--- config.mk ---
export PLATFORM = sky130hd
export DESIGN_NAME = tcp_syn_mss_clamp
export DESIGN_NICKNAME = d
export VERILOG_FILES = /design/src/hdl/tmc_pkg.sv /design/src/hdl/tmc_front.sv /design/src/hdl/tmc_queue.sv /design/src/hdl/tmc_back.sv /design/src/hdl/tcp_syn_mss_clamp.sv
export SDC_FILE = /design/constraint.sdc
export NUM_CORES = 1
export LEC_CHECK = 0
export ABC_CLOCK_PERIOD_IN_PS = 14800
export BUFFER_PORTS_ARGS = -buffer_cell sky130_fd_sc_hd__buf_2
export CAP_MARGIN = 20
export CORE_MARGIN = 3
export CORE_UTILIZATION = 45
export CTS_CLUSTER_DIAMETER = 120
export CTS_CLUSTER_SIZE = 30
export DETAILED_ROUTE_END_ITERATION = 16
export HOLD_SLACK_MARGIN = 0.08
export SETUP_SLACK_MARGIN = 0.3
export SYNTH_ARGS = -nofsm -noshare
export SYNTH_HDL_FRONTEND = slang
export SYNTH_HIERARCHICAL = 1
export SYNTH_SLANG_ARGS = --single-unit
--- constraint.sdc ---
create_clock -name clk -period 14.8 [get_ports clk]
set_clock_uncertainty 0.2 [all_clocks]
set_input_delay 1.48 -clock clk [delete_from_list [all_inputs] [get_ports clk]]
set_output_delay 1.48 -clock clk [all_outputs]
set_load 0.02 [all_outputs]
--- src/hdl/tmc_pkg.sv ---
`timescale 1ns / 1ps
`default_nettype none
// ----------------------------------------------------------------------------
// tmc_pkg
// Shared types and constants of the TCP SYN MSS clamp.
// ----------------------------------------------------------------------------
package tmc_pkg;

  localparam int unsigned QDEPTH = 4;
  localparam int unsigned QAW    = $clog2(QDEPTH);

  localparam logic [6:0]  IP_HLEN     = 7'd20;
  localparam logic [6:0]  OPT_START   = 7'd40;
  localparam logic [6:0]  MAX_PKT     = 7'd80;
  localparam logic [6:0]  POS_PROTO   = 7'd9;
  localparam logic [6:0]  POS_DOFF    = 7'd32;
  localparam logic [6:0]  POS_FLAGS   = 7'd33;
  localparam logic [6:0]  POS_CKS_HI  = 7'd36;
  localparam logic [6:0]  POS_CKS_LO  = 7'd37;
  localparam logic [6:0]  POS_MAX     = 7'd127;
  localparam logic [7:0]  PROTO_TCP   = 8'd6;
  localparam logic [7:0]  OPT_EOL     = 8'd0;
  localparam logic [7:0]  OPT_NOP     = 8'd1;
  localparam logic [7:0]  OPT_MSS     = 8'd2;
  localparam logic [7:0]  OPT_MD5     = 8'd19;
  localparam logic [7:0]  MSS_OPT_LEN = 8'd4;
  localparam logic [15:0] MAX_MSS_RST = 16'd1200;

  typedef enum logic [1:0] {
    PH_KIND = 2'd0,
    PH_LEN  = 2'd1,
    PH_SKIP = 2'd2,
    PH_DONE = 2'd3
  } phase_t;

  typedef enum logic [3:0] {
    ST_PATCHED   = 4'd0,
    ST_NOT_TCP   = 4'd1,
    ST_NO_SYN    = 4'd2,
    ST_LEN_MIS   = 4'd3,
    ST_NO_OPTS   = 4'd4,
    ST_MALFORMED = 4'd5,
    ST_MD5       = 4'd6,
    ST_NO_MSS    = 4'd7,
    ST_BAD_LEN   = 4'd8,
    ST_NO_PATCH  = 4'd9
  } status_t;

  typedef struct packed {
    logic        tcp;
    logic        syn;
    logic        len4;
    logic        len_bad;
    logic        no_opts;
    logic        err_malformed;
    logic        err_md5;
    logic [6:0]  found_offset;
    logic [15:0] mss;
    logic [15:0] cks;
  } summary_t;

endpackage
`default_nettype wire

--- src/hdl/tmc_front.sv ---
`timescale 1ns / 1ps
`default_nettype none
// ----------------------------------------------------------------------------
// tmc_front
// Byte parser: tracks header fields and scans TCP options, one byte per cycle
// while accept is high, and hands a per-packet summary to the queue on the last byte.
// ----------------------------------------------------------------------------
module tmc_front (
  input  wire logic              clk,
  input  wire logic              rst_n,
  input  wire logic              accept,
  input  wire logic [7:0]        data_byte,
  input  wire logic              last_byte,
  output logic                   sum_valid,
  output tmc_pkg::summary_t      sum_data
);
  import tmc_pkg::*;

  phase_t      phase_r, phase_nxt;
  logic [6:0]  byte_index_r, byte_index_nxt;
  logic [6:0]  thl_r, thl_nxt;
  logic [7:0]  skip_r, skip_nxt;
  logic [7:0]  kind_r, kind_nxt;
  logic [6:0]  found_r, found_nxt;
  logic [15:0] mss_r, mss_nxt;
  logic [15:0] cks_r, cks_nxt;
  logic        tcp_r, tcp_nxt;
  logic        syn_r, syn_nxt;
  logic        len4_r, len4_nxt;
  logic        mal_r, mal_nxt;
  logic        md5_r, md5_nxt;

  logic [6:0]  pos;
  logic [6:0]  thl_cur;
  logic [6:0]  end_w;
  logic [7:0]  pos_p1;
  logic [8:0]  opt_end;
  logic        scan_act;
  logic        kind_short;
  logic        len_bad_opt;
  logic        is_md5;
  logic [7:0]  skip_len;
  logic [7:0]  skip_dec;
  logic        take_mss;

  assign pos         = byte_index_r;
  assign thl_cur     = (pos == POS_DOFF) ? {1'b0, data_byte[7:4], 2'b00} : thl_r;
  assign end_w       = thl_cur + IP_HLEN;
  assign pos_p1      = {1'b0, pos} + 8'd1;
  assign opt_end     = {2'b00, pos} - 9'd1 + {1'b0, data_byte};
  assign scan_act    = (pos >= OPT_START) && (pos < end_w) && (phase_r != PH_DONE);
  assign kind_short  = pos_p1 >= {1'b0, end_w};
  assign len_bad_opt = (data_byte < 8'd2) || (opt_end > {2'b00, end_w});
  assign is_md5      = kind_r == OPT_MD5;
  assign skip_len    = data_byte - 8'd2;
  assign skip_dec    = skip_r - 8'd1;
  assign take_mss    = (kind_r == OPT_MSS) && (found_r == 7'd0);

  // Option scan phase.
  always_comb begin
    phase_nxt = phase_r;
    if (scan_act) begin
      unique case (phase_r)
        PH_KIND: begin
          if (data_byte == OPT_EOL) begin
            phase_nxt = PH_DONE;
          end else if (data_byte != OPT_NOP) begin
            phase_nxt = kind_short ? PH_DONE : PH_LEN;
          end
        end
        PH_LEN: begin
          if (len_bad_opt || is_md5) begin
            phase_nxt = PH_DONE;
          end else begin
            phase_nxt = (skip_len != 8'd0) ? PH_SKIP : PH_KIND;
          end
        end
        PH_SKIP: begin
          if (skip_dec == 8'd0) begin
            phase_nxt = PH_KIND;
          end
        end
        default: phase_nxt = PH_DONE;
      endcase
    end
  end

  // Header capture and scan data updates.
  always_comb begin
    byte_index_nxt = (byte_index_r < POS_MAX) ? byte_index_r + 7'd1 : byte_index_r;
    thl_nxt  = thl_cur;
    skip_nxt = skip_r;
    kind_nxt = kind_r;
    found_nxt = found_r;
    mss_nxt  = mss_r;
    cks_nxt  = cks_r;
    tcp_nxt  = tcp_r || ((pos == POS_PROTO) && (data_byte == PROTO_TCP));
    syn_nxt  = syn_r || ((pos == POS_FLAGS) && data_byte[1]);
    len4_nxt = len4_r;
    mal_nxt  = mal_r;
    md5_nxt  = md5_r;
    if (pos == POS_CKS_HI) begin
      cks_nxt = {data_byte, cks_r[7:0]};
    end
    if (pos == POS_CKS_LO) begin
      cks_nxt = {cks_r[15:8], data_byte};
    end
    if (scan_act) begin
      unique case (phase_r)
        PH_KIND: begin
          if ((data_byte != OPT_EOL) && (data_byte != OPT_NOP)) begin
            if (kind_short) begin
              mal_nxt = 1'b1;
            end else begin
              kind_nxt = data_byte;
            end
          end
        end
        PH_LEN: begin
          if (len_bad_opt) begin
            mal_nxt = 1'b1;
          end else if (is_md5) begin
            md5_nxt = 1'b1;
          end else begin
            if (take_mss) begin
              found_nxt = pos - 7'd1;
              len4_nxt  = data_byte == MSS_OPT_LEN;
            end
            skip_nxt = skip_len;
          end
        end
        PH_SKIP: begin
          if ((found_r != 7'd0) && len4_r) begin
            if ({1'b0, pos} == {1'b0, found_r} + 8'd2) begin
              mss_nxt = {data_byte, mss_r[7:0]};
            end else if ({1'b0, pos} == {1'b0, found_r} + 8'd3) begin
              mss_nxt = {mss_r[15:8], data_byte};
            end
          end
          skip_nxt = skip_dec;
        end
        default: begin
        end
      endcase
    end
  end

  always_comb begin
    sum_valid              = accept && last_byte;
    sum_data.tcp           = tcp_nxt;
    sum_data.syn           = syn_nxt;
    sum_data.len4          = len4_nxt;
    sum_data.len_bad       = (pos >= MAX_PKT) || (pos_p1 != {1'b0, end_w});
    sum_data.no_opts       = thl_cur <= IP_HLEN;
    sum_data.err_malformed = mal_nxt;
    sum_data.err_md5       = md5_nxt;
    sum_data.found_offset  = found_nxt;
    sum_data.mss           = mss_nxt;
    sum_data.cks           = cks_nxt;
  end

  always_ff @(posedge clk) begin
    if (!rst_n || (accept && last_byte)) begin
      phase_r      <= PH_KIND;
      byte_index_r <= 7'd0;
      thl_r        <= 7'd0;
      skip_r       <= 8'd0;
      kind_r       <= 8'd0;
      found_r      <= 7'd0;
      mss_r        <= 16'd0;
      cks_r        <= 16'd0;
      tcp_r        <= 1'b0;
      syn_r        <= 1'b0;
      len4_r       <= 1'b0;
      mal_r        <= 1'b0;
      md5_r        <= 1'b0;
    end else if (accept) begin
      phase_r      <= phase_nxt;
      byte_index_r <= byte_index_nxt;
      thl_r        <= thl_nxt;
      skip_r       <= skip_nxt;
      kind_r       <= kind_nxt;
      found_r      <= found_nxt;
      mss_r        <= mss_nxt;
      cks_r        <= cks_nxt;
      tcp_r        <= tcp_nxt;
      syn_r        <= syn_nxt;
      len4_r       <= len4_nxt;
      mal_r        <= mal_nxt;
      md5_r        <= md5_nxt;
    end
  end

endmodule
`default_nettype wire

--- src/hdl/tmc_queue.sv ---
`timescale 1ns / 1ps
`default_nettype none
// ----------------------------------------------------------------------------
// tmc_queue
// Short queue of packet summaries between the parser and the result stage.
// ----------------------------------------------------------------------------
module tmc_queue (
  input  wire logic              clk,
  input  wire logic              rst_n,
  input  wire logic              wr_en,
  input  wire tmc_pkg::summary_t wr_data,
  output logic                   full,
  input  wire logic              rd_en,
  output tmc_pkg::summary_t      rd_data,
  output logic                   empty
);
  import tmc_pkg::*;

  summary_t         mem_r [QDEPTH];
  logic [QAW-1:0]   wptr_r, wptr_nxt;
  logic [QAW-1:0]   rptr_r, rptr_nxt;
  logic [QAW:0]     count_r, count_nxt;
  logic             do_wr;
  logic             do_rd;

  assign full    = count_r == (QAW+1)'(QDEPTH);
  assign empty   = count_r == '0;
  assign do_wr   = wr_en && !full;
  assign do_rd   = rd_en && !empty;
  assign rd_data = mem_r[rptr_r];

  always_comb begin
    wptr_nxt  = do_wr ? wptr_r + 1'b1 : wptr_r;
    rptr_nxt  = do_rd ? rptr_r + 1'b1 : rptr_r;
    count_nxt = count_r + (QAW+1)'(do_wr) - (QAW+1)'(do_rd);
  end

  always_ff @(posedge clk) begin
    if (!rst_n) begin
      wptr_r  <= '0;
      rptr_r  <= '0;
      count_r <= '0;
    end else begin
      wptr_r  <= wptr_nxt;
      rptr_r  <= rptr_nxt;
      count_r <= count_nxt;
    end
  end

  always_ff @(posedge clk) begin
    if (do_wr) begin
      mem_r[wptr_r] <= wr_data;
    end
  end

endmodule
`default_nettype wire

--- src/hdl/tmc_back.sv ---
`timescale 1ns / 1ps
`default_nettype none
// ----------------------------------------------------------------------------
// tmc_back
// Result stage: ranks the status, applies the clamp, updates the checksum
// and holds the result word until it is popped. Owns the max_mss register.
// ----------------------------------------------------------------------------
module tmc_back (
  input  wire logic              clk,
  input  wire logic              rst_n,
  input  wire logic              cfg_valid,
  input  wire logic [15:0]       cfg_max_mss,
  input  wire tmc_pkg::summary_t q_data,
  input  wire logic              q_empty,
  output logic                   q_rd,
  input  wire logic              pop,
  output logic                   empty,
  output logic [3:0]             status,
  output logic                   patched,
  output logic [6:0]             mss_offset,
  output logic [15:0]            old_mss,
  output logic [15:0]            new_mss,
  output logic [15:0]            new_checksum
);
  import tmc_pkg::*;

  logic [15:0] max_mss_r;
  logic        valid_r;
  status_t     status_r, status_nxt;
  logic        patched_r, patched_nxt;
  logic [6:0]  offset_r, offset_nxt;
  logic [15:0] old_r, old_nxt;
  logic [15:0] new_r, new_nxt;
  logic [15:0] cks_r, cks_nxt;

  logic [17:0] sum1;
  logic [16:0] sum2;
  logic [15:0] sum3;

  assign q_rd = !q_empty && (!valid_r || pop);

  always_comb begin
    sum1 = {2'b00, ~q_data.cks} + {2'b00, ~q_data.mss} + {2'b00, max_mss_r};
    sum2 = {1'b0, sum1[15:0]} + {15'd0, sum1[17:16]};
    sum3 = sum2[15:0] + {15'd0, sum2[16]};
  end

  always_comb begin
    if (!q_data.tcp) begin
      status_nxt = ST_NOT_TCP;
    end else if (!q_data.syn) begin
      status_nxt = ST_NO_SYN;
    end else if (q_data.len_bad) begin
      status_nxt = ST_LEN_MIS;
    end else if (q_data.no_opts) begin
      status_nxt = ST_NO_OPTS;
    end else if (q_data.err_malformed) begin
      status_nxt = ST_MALFORMED;
    end else if (q_data.err_md5) begin
      status_nxt = ST_MD5;
    end else if (q_data.found_offset == 7'd0) begin
      status_nxt = ST_NO_MSS;
    end else if (!q_data.len4) begin
      status_nxt = ST_BAD_LEN;
    end else if (q_data.mss <= max_mss_r) begin
      status_nxt = ST_NO_PATCH;
    end else begin
      status_nxt = ST_PATCHED;
    end
  end

  always_comb begin
    patched_nxt = 1'b0;
    offset_nxt  = 7'd0;
    old_nxt     = 16'd0;
    new_nxt     = 16'd0;
    cks_nxt     = 16'd0;
    case (status_nxt)
      ST_PATCHED: begin
        patched_nxt = 1'b1;
        offset_nxt  = q_data.found_offset + 7'd2;
        old_nxt     = q_data.mss;
        new_nxt     = max_mss_r;
        cks_nxt     = ~sum3;
      end
      ST_NO_PATCH: begin
        offset_nxt = q_data.found_offset + 7'd2;
        old_nxt    = q_data.mss;
        new_nxt    = q_data.mss;
        cks_nxt    = q_data.cks;
      end
      default: begin
      end
    endcase
  end

  always_ff @(posedge clk) begin
    if (!rst_n) begin
      max_mss_r <= MAX_MSS_RST;
    end else if (cfg_valid) begin
      max_mss_r <= cfg_max_mss;
    end
  end

  always_ff @(posedge clk) begin
    if (!rst_n) begin
      valid_r <= 1'b0;
    end else if (q_rd) begin
      valid_r <= 1'b1;
    end else if (pop) begin
      valid_r <= 1'b0;
    end
  end

  always_ff @(posedge clk) begin
    if (q_rd) begin
      status_r  <= status_nxt;
      patched_r <= patched_nxt;
      offset_r  <= offset_nxt;
      old_r     <= old_nxt;
      new_r     <= new_nxt;
      cks_r     <= cks_nxt;
    end
  end

  assign empty        = !valid_r;
  assign status       = status_r;
  assign patched      = patched_r;
  assign mss_offset   = offset_r;
  assign old_mss      = old_r;
  assign new_mss      = new_r;
  assign new_checksum = cks_r;

endmodule
`default_nettype wire

--- src/hdl/tcp_syn_mss_clamp.sv ---
`timescale 1ns / 1ps
`default_nettype none
// ----------------------------------------------------------------------------
// tcp_syn_mss_clamp
// Checks IPv4 TCP SYN packets, one byte per word, and reports the MSS clamp
// and checksum rewrite for each packet on its last byte.
//
//   channel  direction  handshake          word
//   in_      input      in_push / in_full    data_byte, last_byte
//   out_     output     out_empty / out_pop  status, patched, offset, MSS, csum
//   cfg_     input      cfg_valid / cfg_ready  max_mss
//
// One byte is taken every cycle while in_full is low; the parser state is registered.
// A last byte queues the packet's summary; the result stage then registers it.
// Reset is synchronous; max_mss returns to 1200.
// in_full rises only when the four-entry summary queue is full, which
// happens when results are not popped; cfg_ready is always high.
// ----------------------------------------------------------------------------
module tcp_syn_mss_clamp (
  input  wire logic        clk,
  input  wire logic        rst_n,
  input  wire logic        in_push,
  output logic             in_full,
  input  wire logic [7:0]  in_data_byte,
  input  wire logic        in_last_byte,
  output logic             out_empty,
  input  wire logic        out_pop,
  output logic [3:0]       out_status,
  output logic             out_patched,
  output logic [6:0]       out_mss_offset,
  output logic [15:0]      out_old_mss,
  output logic [15:0]      out_new_mss,
  output logic [15:0]      out_new_checksum,
  input  wire logic        cfg_valid,
  output logic             cfg_ready,
  input  wire logic [15:0] cfg_max_mss
);
  import tmc_pkg::*;

  logic     accept;
  logic     sum_valid;
  summary_t sum_data;
  summary_t q_data;
  logic     q_full;
  logic     q_empty;
  logic     q_rd;

  assign in_full   = q_full;
  assign accept    = in_push && !q_full;
  assign cfg_ready = 1'b1;

  tmc_front u_front (
    .clk       (clk),
    .rst_n     (rst_n),
    .accept    (accept),
    .data_byte (in_data_byte),
    .last_byte (in_last_byte),
    .sum_valid (sum_valid),
    .sum_data  (sum_data)
  );

  tmc_queue u_queue (
    .clk     (clk),
    .rst_n   (rst_n),
    .wr_en   (sum_valid),
    .wr_data (sum_data),
    .full    (q_full),
    .rd_en   (q_rd),
    .rd_data (q_data),
    .empty   (q_empty)
  );

  tmc_back u_back (
    .clk          (clk),
    .rst_n        (rst_n),
    .cfg_valid    (cfg_valid),
    .cfg_max_mss  (cfg_max_mss),
    .q_data       (q_data),
    .q_empty      (q_empty),
    .q_rd         (q_rd),
    .pop          (out_pop),
    .empty        (out_empty),
    .status       (out_status),
    .patched      (out_patched),
    .mss_offset   (out_mss_offset),
    .old_mss      (out_old_mss),
    .new_mss      (out_new_mss),
    .new_checksum (out_new_checksum)
  );

endmodule
`default_nettype wire

==> results.sh, run 1 <==
export IMPL_drive_gt1_share_pct=15.6
export IMPL_cts_made_buffers=16
export IMPL_cts_hold_buffers_added=0
export IMPL_cts_buffer_depth=3
export IMPL_slowest_delay_ns=0.68
export IMPL_fin_nets=1742
export IMPL_avgSynthCellArea_sq_um=12.0
export IMPL_cp_end_kind="flop"
export IMPL_num_rows=73
export IMPL_clkTransAtPathRegs_ns=0.11
export IMPL_grt_total_usage_pct=19.2
export IMPL_async_reset_ff_share_pct=0
export IMPL_worst_slew_pin_slew_ns=1.08
export IMPL_syn_area_sq_um=18500
export IMPL_crit_buf_inv=2
export IMPL_ys_flop_type="edfxtp_1"
export IMPL_hp_class="flop to flop"
export IMPL_h_tree_depth=1
export IMPL_io_buffers=91
export IMPL_stdcell_count=2125
export IMPL_crit_path_frequent_cell="ha_1"
export IMPL_vias_per_cell=5.60
export IMPL_chipHeight_um=209
export IMPL_cts_root_buffer="clkbuf_16"
export IMPL_cts_setup_buffers=0
export IMPL_rsz0062_at_grt="no"
export IMPL_synth_seq_cells=346
export IMPL_final_hold_viol_count=0
export IMPL_fin_crit_sh_pct=58.3
export IMPL_synthTopCellsByArea="edfxtp_1 40%, dfxtp_1 11%, ha_1 6.8%"
export IMPL_die_area_sq_um=43700
export IMPL_ios=93
export IMPL_grt_ovfl_total=0
export IMPL_clock_fmax_mhz=116
export IMPL_path_class="flop to flop"
export IMPL_gp_congestion=0.875
export IMPL_firstDrtPassIters=5
export IMPL_p_per_area_nw_per_um2=169
export IMPL_p_leak_nw=7.44
export IMPL_yosysUniqueCellTypes=106
export IMPL_wire_per_inst_um=20.1
export IMPL_tns_ns=0
export IMPL_totalWireLength_um=42700
export IMPL_yosysWarnings=6
export IMPL_slew_viol_final=0
export IMPL_worstPathMaxFanout=46
export IMPL_ant_nets=0
export IMPL_finalSetupViolations=0
export IMPL_syn_to_final_growth_pct=6.88
export IMPL_crit_slowest_cell="or4_1"
export IMPL_drc=0
export IMPL_cts_resized=0
export IMPL_synth_edf_count=244
export IMPL_grt_pass1_wl_um=67200
export IMPL_required_ns=14.88
export IMPL_antenna_cells_inserted=0
export IMPL_min_period_ns=8.63
export IMPL_cts_tree="done"
export IMPL_cp_num_cells=28
export IMPL_place_hpwl_um=30100
export IMPL_core_area_sq_um=40200
export IMPL_arrival_ns=8.71
export IMPL_insertion_delay_ns=0.52
export IMPL_path_delay_family="simple AND/OR/NAND/NOR gates"
export IMPL_synth_top_cell_by_area="edfxtp_1"
export IMPL_antenna_found_initial=0
export IMPL_clock_sinks=346
export IMPL_vias=11907
export IMPL_start_util_pct=46.2
export IMPL_fp_dieW_um=209
export IMPL_synth_seq_area_share_pct=50.5
export IMPL_grt_max_degree=64
export IMPL_worst_setup_path_start_kind="flop"
export IMPL_grt_pass1_vias=11774
export IMPL_vdd_drop_max_v=0.000106
export IMPL_reg2regPathDepth=28
export IMPL_relSlewSlack_pct=27.3
export IMPL_syn_inst=1547
export IMPL_drtIter0Drc=766
export IMPL_outcome="complete, no violations"
export IMPL_rrSetupSlack_ns=6.17
export IMPL_hold_depth=2
export IMPL_maxCapViolations=0
export IMPL_placedCellCount=2098
export IMPL_synth_top_area_share_pct=39.5
export IMPL_synth_nets=1698
[metal layers]
metal / vias to the layer above / wire [um] / track usage [%]
met5: - / 0 / 0
met2: 237 / 20200 / 32.5
met4: 0 / 432 / 2.70
met3: 28 / 1700 / 1.73
li1: 5707 / - / -
met1: 5935 / 20400 / 27.9
[per-stage QoR]
step	setup WS, ns	area [sq um]	util, %	total power, mW	hold slack (ns)
after CTS	6.10	19800	49.3	3.38	0.261
after global placement	6.29	19300	48.1	2.83	0.240
after floorplan	7.30	18500	-	2.49	0.231
after global routing	5.55	19800	49.3	3.57	0.283
after detailed placement	6.16	19300	48.1	2.84	0.246
final	6.17	19800	49.3	3.34	0.260
[cells in the final DEF (no fill, tap or decap), drive strengths merged, types with 10 or more instances in the layout]
master	count
edfxtp	244
fa	20
nand3	42
a211oi	14
a21oi	58
o211ai	16
o21ai	58
xor2	35
a22o	17
nor3	24
nor2	117
and3	17
clkbuf	23
mux2	18
mux2i	53
xnor2	39
buf	105
inv	88
nor2b	27
nor4	13
ha	101
nand4	16
a21o	15
nand2b	10
nand2	132
a31oi	10
dfxtp	102
and2	18
mux4	46
[synthesized netlist by cell type (all sizes together), types with 10 or more instances]
master / count
o21ai: 58
xnor2: 39
nor3: 24
nor4: 13
o211ai: 16
a21oi: 58
a22o: 17
dfxtp: 102
nand2b: 10
and3: 17
xor2: 35
nand3: 42
and2: 18
ha: 101
edfxtp: 244
mux2i: 53
mux4: 46
nand2: 132
a211oi: 14
buf: 35
a21o: 15
nand4: 16
nor2: 117
fa: 20
inv: 86
clkbuf: 44
mux2: 18
a31oi: 10
nor2b: 27
[registers in the layout, indices dropped and copies added, names as in the netlist, 2 cells and up, named ones only]
signal,flops
u_front/found_r,7
u_front/mss_r,16
u_front/cks_r,16
u_back/new_checksum,16
u_queue/mem_r,184
u_back/mss_offset,7
u_front/skip_r,8
u_queue/wptr_r,2
u_front/thl_r,7
u_back/new_mss,16
u_front/kind_r,8
u_back/max_mss_r,16
u_back/status,4
u_queue/rptr_r,2
u_queue/count_r,3
u_front/phase_r,2
u_front/byte_index_r,7
u_back/old_mss,16
[final timing paths]
kind | startpoint | end
worst min-delay path | u_front/thl_r[2] | u_front/thl_r[2]
worst max-delay path | flop | u_back/new_checksum[13]
worst max register to register | flop | u_back/new_checksum[13]
worst min register to register | u_front/thl_r[2] | u_front/thl_r[2]
[cell families (layout without fill, tap and decap cells)]
family | after synthesis | after routing | synth area share, %
AO/OA/AOI/OAI | 255 | 255 | 9.61
XOR/XNOR | 75 | 75 | 3.78
adder cells (fa/ha/maj) | 121 | 121 | 8.97
buffers and inverters | 166 | 219 | 4.23
flip-flops | 346 | 346 | 50.5
multiplexers | 117 | 117 | 9.68
other | 1 | 1 | 0.0202
AND/OR/NAND/NOR | 466 | 466 | 13.2
[power by group]
| group | total [mW] | internal [mW] | switching [mW] |
|---|---|---|---|
| Combinational | 1.61 | 0.619 | 0.994 |
| Sequential | 1.20 | 1.17 | 0.0391 |
| Clock | 0.527 | 0.222 | 0.305 |
| Total | 3.34 | 2.01 | 1.34 |
[layout make-up]
class	count	area (sq um)
fill	3615	20400
clock buffer	23	448
inverter	87	327
tap	525	657
multi-input combinational	1035	8410
timing repair buffer	105	561
clock inverter	4	51.3
sequential	346	9370
[worst register-to-register path, delay by kind of cell (launching register included)]
kind	cells	cell delay (ns)
buf+inv	2	0.82
compound gates	8	1.78
simple gates	10	2.83
mux	1	0.70
flops	1	0.33
xor+xnor	2	0.23
fa+ha+maj	5	1.49
Note: power is estimated with default switching activity, not from simulation.
==> run 2, diff against run 1 <==
--- a/config.mk
+++ b/config.mk
@@ -5,7 +5,7 @@
 export SDC_FILE = /design/constraint.sdc
 export NUM_CORES = 1
 export LEC_CHECK = 0
-export ABC_CLOCK_PERIOD_IN_PS = 14800
+export ABC_CLOCK_PERIOD_IN_PS = 8000
 export BUFFER_PORTS_ARGS = -buffer_cell sky130_fd_sc_hd__buf_2
 export CAP_MARGIN = 20
 export CORE_MARGIN = 3
==> constraint.sdc (replaced) <==
create_clock -name clk -period 8 [get_ports clk]
set_clock_uncertainty 0.2 [all_clocks]
set_input_delay 0.8 -clock clk [delete_from_list [all_inputs] [get_ports clk]]
set_output_delay 0.8 -clock clk [all_outputs]
set_load 0.02 [all_outputs]
==> results.sh, run 2 (synthesis results as in run 1) <==
export IMPL_p_leak_nw=7.60
export IMPL_die_area_sq_um=43700
export IMPL_fin_crit_sh_pct=90.8
export IMPL_relSlewSlack_pct=28.4
export IMPL_fp_dieW_um=209
export IMPL_chipHeight_um=209
export IMPL_tns_ns=0
export IMPL_dpl_worst_slack_ns=0.192
export IMPL_totalWireLength_um=43000
export IMPL_vdd_drop_max_v=0.000165
export IMPL_insertion_delay_ns=0.53
export IMPL_maxCapViolations=0
export IMPL_antenna_cells_inserted=0
export IMPL_worst_setup_path_start_kind="flop"
export IMPL_outcome="complete, no violations"
export IMPL_wire_per_inst_um=20.0
export IMPL_slowest_delay_ns=0.56
export IMPL_start_util_pct=46.2
export IMPL_p_per_area_nw_per_um2=314
export IMPL_slew_viol_final=0
export IMPL_h_tree_depth=1
export IMPL_fillCellCount=3578
export IMPL_num_rows=73
export IMPL_grt_total_usage_pct=19.3
export IMPL_fin_nets=1763
export IMPL_grt_ovfl_total=0
export IMPL_io_buffers=91
export IMPL_core_area_sq_um=40200
export IMPL_placedCellCount=2108
export IMPL_finalSetupViolations=0
export IMPL_grt_pass1_vias=11821
export IMPL_path_class="flop to flop"
export IMPL_vias_per_cell=5.58
export IMPL_min_period_ns=7.26
export IMPL_grt_pass1_wl_um=67500
export IMPL_crit_slowest_cell="mux4_2"
export IMPL_final_cell_mix="244 x edfxtp_1, 130 x nand2_1, 115 x nor2_1"
export IMPL_ios=93
export IMPL_cts_tree="done"
export IMPL_fin_ws_ns=0.736
export IMPL_syn_to_final_growth_pct=7.80
export IMPL_hp_class="flop to flop"
export IMPL_final_common_cell="edfxtp_1"
export IMPL_stdcell_count=2146
export IMPL_cp_end_kind="flop"
export IMPL_largest_register="u_queue/mem_r"
export IMPL_worstPathMaxFanout=7
export IMPL_rsz0062_at_grt="no"
export IMPL_cts_root_buffer="clkbuf_16"
export IMPL_grt_max_degree=64
export IMPL_cts_buffer_depth=3
export IMPL_ant_nets=0
export IMPL_cts_made_buffers=15
export IMPL_reg2regPathDepth=28
export IMPL_clock_fmax_mhz=138
export IMPL_gp_congestion=0.884
export IMPL_final_core_util_pct=49.8
export IMPL_antenna_found_initial=0
export IMPL_cts_hold_buffers_added=0
export IMPL_largest_reg_flops=184
export IMPL_p_total_mw=6.29
export IMPL_firstDrtPassIters=5
export IMPL_arrival_ns=7.33
export IMPL_drtIter0Drc=727
export IMPL_required_ns=8.06
export IMPL_place_hpwl_um=30900
export IMPL_worst_slew_pin_slew_ns=1.06
export IMPL_hold_depth=2
export IMPL_vias=11978
export IMPL_final_hold_viol_count=0
export IMPL_clock_sinks=346
export IMPL_clkTransAtPathRegs_ns=0.12
export IMPL_drive_gt1_share_pct=17.5
export IMPL_drc=0
-- run 2: cell types whose count changed in the layout (fill, tap and decap cells not counted), moves of 3 or more --
cell / before / now
buf_4: 14 / 32
ha_1: 101 / 96
inv_1: 86 / 82
ha_2: 0 / 3
inv_2: 0 / 4
-- run 2: cell type report --
class,instances,area (sq um),area share (%)
Sequential cell,346,9380,46.9
Clock inverter,4,30.0,0.150
Clock buffer,22,402,2.01
Multi-Input combinational cell,1035,8450,42.3
Inverter,87,327,1.63
Timing Repair Buffer,127,753,3.77
Tap cell,525,657,3.29
-- run 2: report_power, final --
group	internal [mW]	switching [mW]
registers	2.16	0.0756
logic	1.26	1.90
clock network	0.362	0.538
total	3.78	2.51
-- run 2: worst max-delay path: cells and delay by family (launching register included) --
family,cells,cell delay [ns]
compound gates,8,1.60
simple gates,10,2.43
fa+ha+maj,5,1.36
flops,1,0.39
buf+inv,2,0.24
mux,1,0.56
xor+xnor,2,0.22
-- run 2: layer usage --
metal  track usage [%]  vias to the layer above  part of all wire (%)  routed length (um)
met5                 0                        -                     0                   0
met4              3.23                        0                   1.3                 557
met3              1.79                       30                   4.7                2020
met2              32.4                      260                    47               20300
met1              28.0                     5938                    47               20000
li1                  -                     5750                     -                   -
-- run 2: path summary, 6_finish.rpt --
check	startpoint	end	slack, ns
setup / recovery	flop	u_back/new_checksum[15]	0.74
hold / removal	u_front/thl_r[4]	u_front/thl_r[4]	0.26
setup reg to reg	flop	u_back/new_checksum[15]	0.74
hold reg to reg	u_front/thl_r[4]	u_front/thl_r[4]	0.26
-- run 2: repair_timing --
item                                   in CTS  in global routing
resized for setup                           3                 19
endpoints found under the hold margin       0                  0
pin swaps                                   1                 12
buffers inserted                            1                 11
setup endpoints to repair                   5                  9
-- run 2: through the flow --
| stage | hold WS (ns) | instance area, sq um |
|---|---|---|
| after global placement | 0.240 | 19400 |
| after global routing | 0.274 | 20000 |
| after detailed placement | 0.247 | 19400 |
| after CTS | 0.263 | 19800 |
| final | 0.262 | 20000 |
| after floorplan | 0.231 | 18500 |
==> run 3, diff against run 2 <==
--- a/config.mk
+++ b/config.mk
@@ -8,6 +8,7 @@
 export ABC_CLOCK_PERIOD_IN_PS = 8000
 export BUFFER_PORTS_ARGS = -buffer_cell sky130_fd_sc_hd__buf_2
 export CAP_MARGIN = 20
+export CORE_ASPECT_RATIO = 2
 export CORE_MARGIN = 3
 export CORE_UTILIZATION = 45
 export CTS_CLUSTER_DIAMETER = 120
==> results.sh, run 3 (synthesis results as in run 1) <==
export IMPL_outcome="complete, no violations"
export IMPL_worst_slew_pin_slew_ns=1.06
export IMPL_finalInstanceArea_sq_um=20200
export IMPL_cts_tree="done"
export IMPL_tns_ns=0
export IMPL_largest_reg_flops=184
export IMPL_hold_end="u_front/thl_r[4]"
export IMPL_slew_viol_final=0
export IMPL_relSlewSlack_pct=29.6
export IMPL_cts_made_buffers=15
export IMPL_dpl_cell_area_sq_um=19500
export IMPL_insertion_delay_ns=0.52
export IMPL_io_buffers=91
export IMPL_antenna_cells_inserted=0
export IMPL_fin_crit_sh_pct=92.7
export IMPL_path_class="flop to flop"
export IMPL_reg2regPathDepth=30
export IMPL_rrSetupSlack_ns=0.58
export IMPL_min_delay_start="u_front/thl_r[4]"
export IMPL_core_area_sq_um=40500
export IMPL_crit_buf_inv=4
export IMPL_fillCellCount=3600
export IMPL_antenna_found_initial=0
export IMPL_p_leak_nw=7.69
export IMPL_p_per_area_nw_per_um2=324
export IMPL_worstPathMaxFanout=4
export IMPL_hp_class="flop to flop"
export IMPL_pwr_share_seq_pct=34.0
export IMPL_clkTransAtPathRegs_ns=0.11
export IMPL_grt_max_degree=64
export IMPL_grt_total_usage_pct=20.8
export IMPL_vias=12230
export IMPL_path_delay_family="simple AND/OR/NAND/NOR gates"
export IMPL_maxCapViolations=0
export IMPL_rsz0062_at_grt="yes"
export IMPL_final_core_util_pct=50.0
export IMPL_firstDrtPassIters=5
export IMPL_finalSetupViolations=0
export IMPL_h_tree_depth=1
export IMPL_ios=93
export IMPL_drtIter0Drc=622
export IMPL_hold_depth=2
export IMPL_cts_root_buffer="clkbuf_16"
export IMPL_gp_congestion=0.921
export IMPL_grt_ovfl_total=0
export IMPL_comb_power_share_pct=52.2
export IMPL_num_rows=104
export IMPL_vdd_drop_max_v=0.000147
export IMPL_switching_share_pct=40.8
export IMPL_final_cell_mix="244 x edfxtp_1, 130 x nand2_1, 115 x nor2_1"
export IMPL_place_hpwl_um=34900
export IMPL_ant_nets=0
export IMPL_die_area_sq_um=43800
export IMPL_drc=0
export IMPL_grt_pass1_wl_um=70700
export IMPL_worst_setup_path_start_kind="flop"
export IMPL_start_util_pct=45.8
export IMPL_slowest_delay_ns=0.51
export IMPL_p_clk_share_pct=13.8
export IMPL_holdWs_ns=0.261
export IMPL_final_common_cell="edfxtp_1"
export IMPL_largest_register="u_queue/mem_r"
export IMPL_grt_pass1_vias=12375
export IMPL_arrival_ns=7.49
export IMPL_fin_nets=1781
export IMPL_clock_sinks=346
export IMPL_cp_end_kind="flop"
export IMPL_wire_per_inst_um=21.5
export IMPL_totalWireLength_um=46700
export IMPL_cts_hold_buffers_added=0
export IMPL_required_ns=8.08
export IMPL_syn_to_final_growth_pct=9.13
export IMPL_drive_gt1_share_pct=19.3
export IMPL_vias_per_cell=5.64
export IMPL_cts_buffer_depth=3
export IMPL_p_sw_mw=2.68
export IMPL_min_period_ns=7.42
export IMPL_final_hold_viol_count=0
export IMPL_clock_fmax_mhz=135
export IMPL_crit_slowest_cell="mux4_2"
export IMPL_chipHeight_um=293
export IMPL_reg2reg_to="u_back/new_checksum[15]"
export IMPL_p_int_mw=3.88
export IMPL_fp_dieW_um=150
-- run 3: what timing repair did --
| item | in CTS | in global routing |
|---|---|---|
| cloned | 0 | 2 |
| setup buffers | 1 | 22 |
| endpoints found under the setup margin | 5 | 6 |
| hold endpoints to repair | 0 | 0 |
| pin swaps | 2 | 26 |
| resized for setup | 4 | 36 |
-- run 3: worst max path at each step --
stage                         endpoint  start  slack [ns]  cells after the start
2_1_floorplan  u_back/new_checksum[13]   flop        0.50                     30
3_3_place_gp   u_back/new_checksum[13]   flop        0.30                     29
3_5_place_dp   u_back/new_checksum[13]   flop        0.14                     29
4_1_cts        u_back/new_checksum[13]   flop        0.31                     29
5_1_grt        u_back/new_checksum[15]   flop        0.31                     29
6_report       u_back/new_checksum[15]   flop        0.58                     30
-- run 3: cell type report --
class,count,area (sq um),area share [%]
clock buffer,24,409,2.02
sequential,346,9370,46.3
multi-input combinational,1035,8510,42.0
clock inverter,2,25.0,0.124
tap,530,663,3.28
inverter,87,327,1.61
timing repair buffer,145,932,4.61
-- run 3: worst register-to-register path, delay by kind of cell, from the launching register on --
| kind | cells | cell delay (ns) |
|---|---|---|
| muxes | 1 | 0.51 |
| DFF | 1 | 0.41 |
| and+or+nand+nor | 11 | 2.63 |
| buffers and inverters | 4 | 0.55 |
| xor gates and xnor gates | 2 | 0.26 |
| adders and majority gates | 5 | 1.35 |
| AOI/OAI and AO/OA | 7 | 1.26 |
-- run 3: routing by layer --
layer / GRT usage, % / part of all wire [%] / up-vias
met4: 9.88 / 5.1 / 0
met3: 1.47 / 3.0 / 109
li1: - / - / 5787
met2: 41.3 / 57 / 289
met5: 0 / 0 / -
met1: 21.6 / 35 / 6045
-- run 3: power by group through the flow --
stage / combinational, mW / sequential (mW) / clock, mW
5_1_grt: 3.69 / 2.25 / 1.00
6_report: 3.42 / 2.23 / 0.907
2_1_floorplan: 2.18 / 2.43 / 0
3_5_place_dp: 3.19 / 2.27 / 0
3_3_place_gp: 3.16 / 2.27 / 0
4_1_cts: 3.23 / 2.23 / 0.942
-- run 3: per-stage QoR --
stage | power, mW | std cells | setup slack, ns
after floorplan | 4.61 | 1547 | 0.496
after global placement | 5.43 | 2118 | 0.296
after detailed placement | 5.46 | 2118 | 0.138
after CTS | 6.40 | 2145 | 0.314
after global routing | 6.93 | 2169 | 0.309
final | 6.56 | 2169 | 0.583
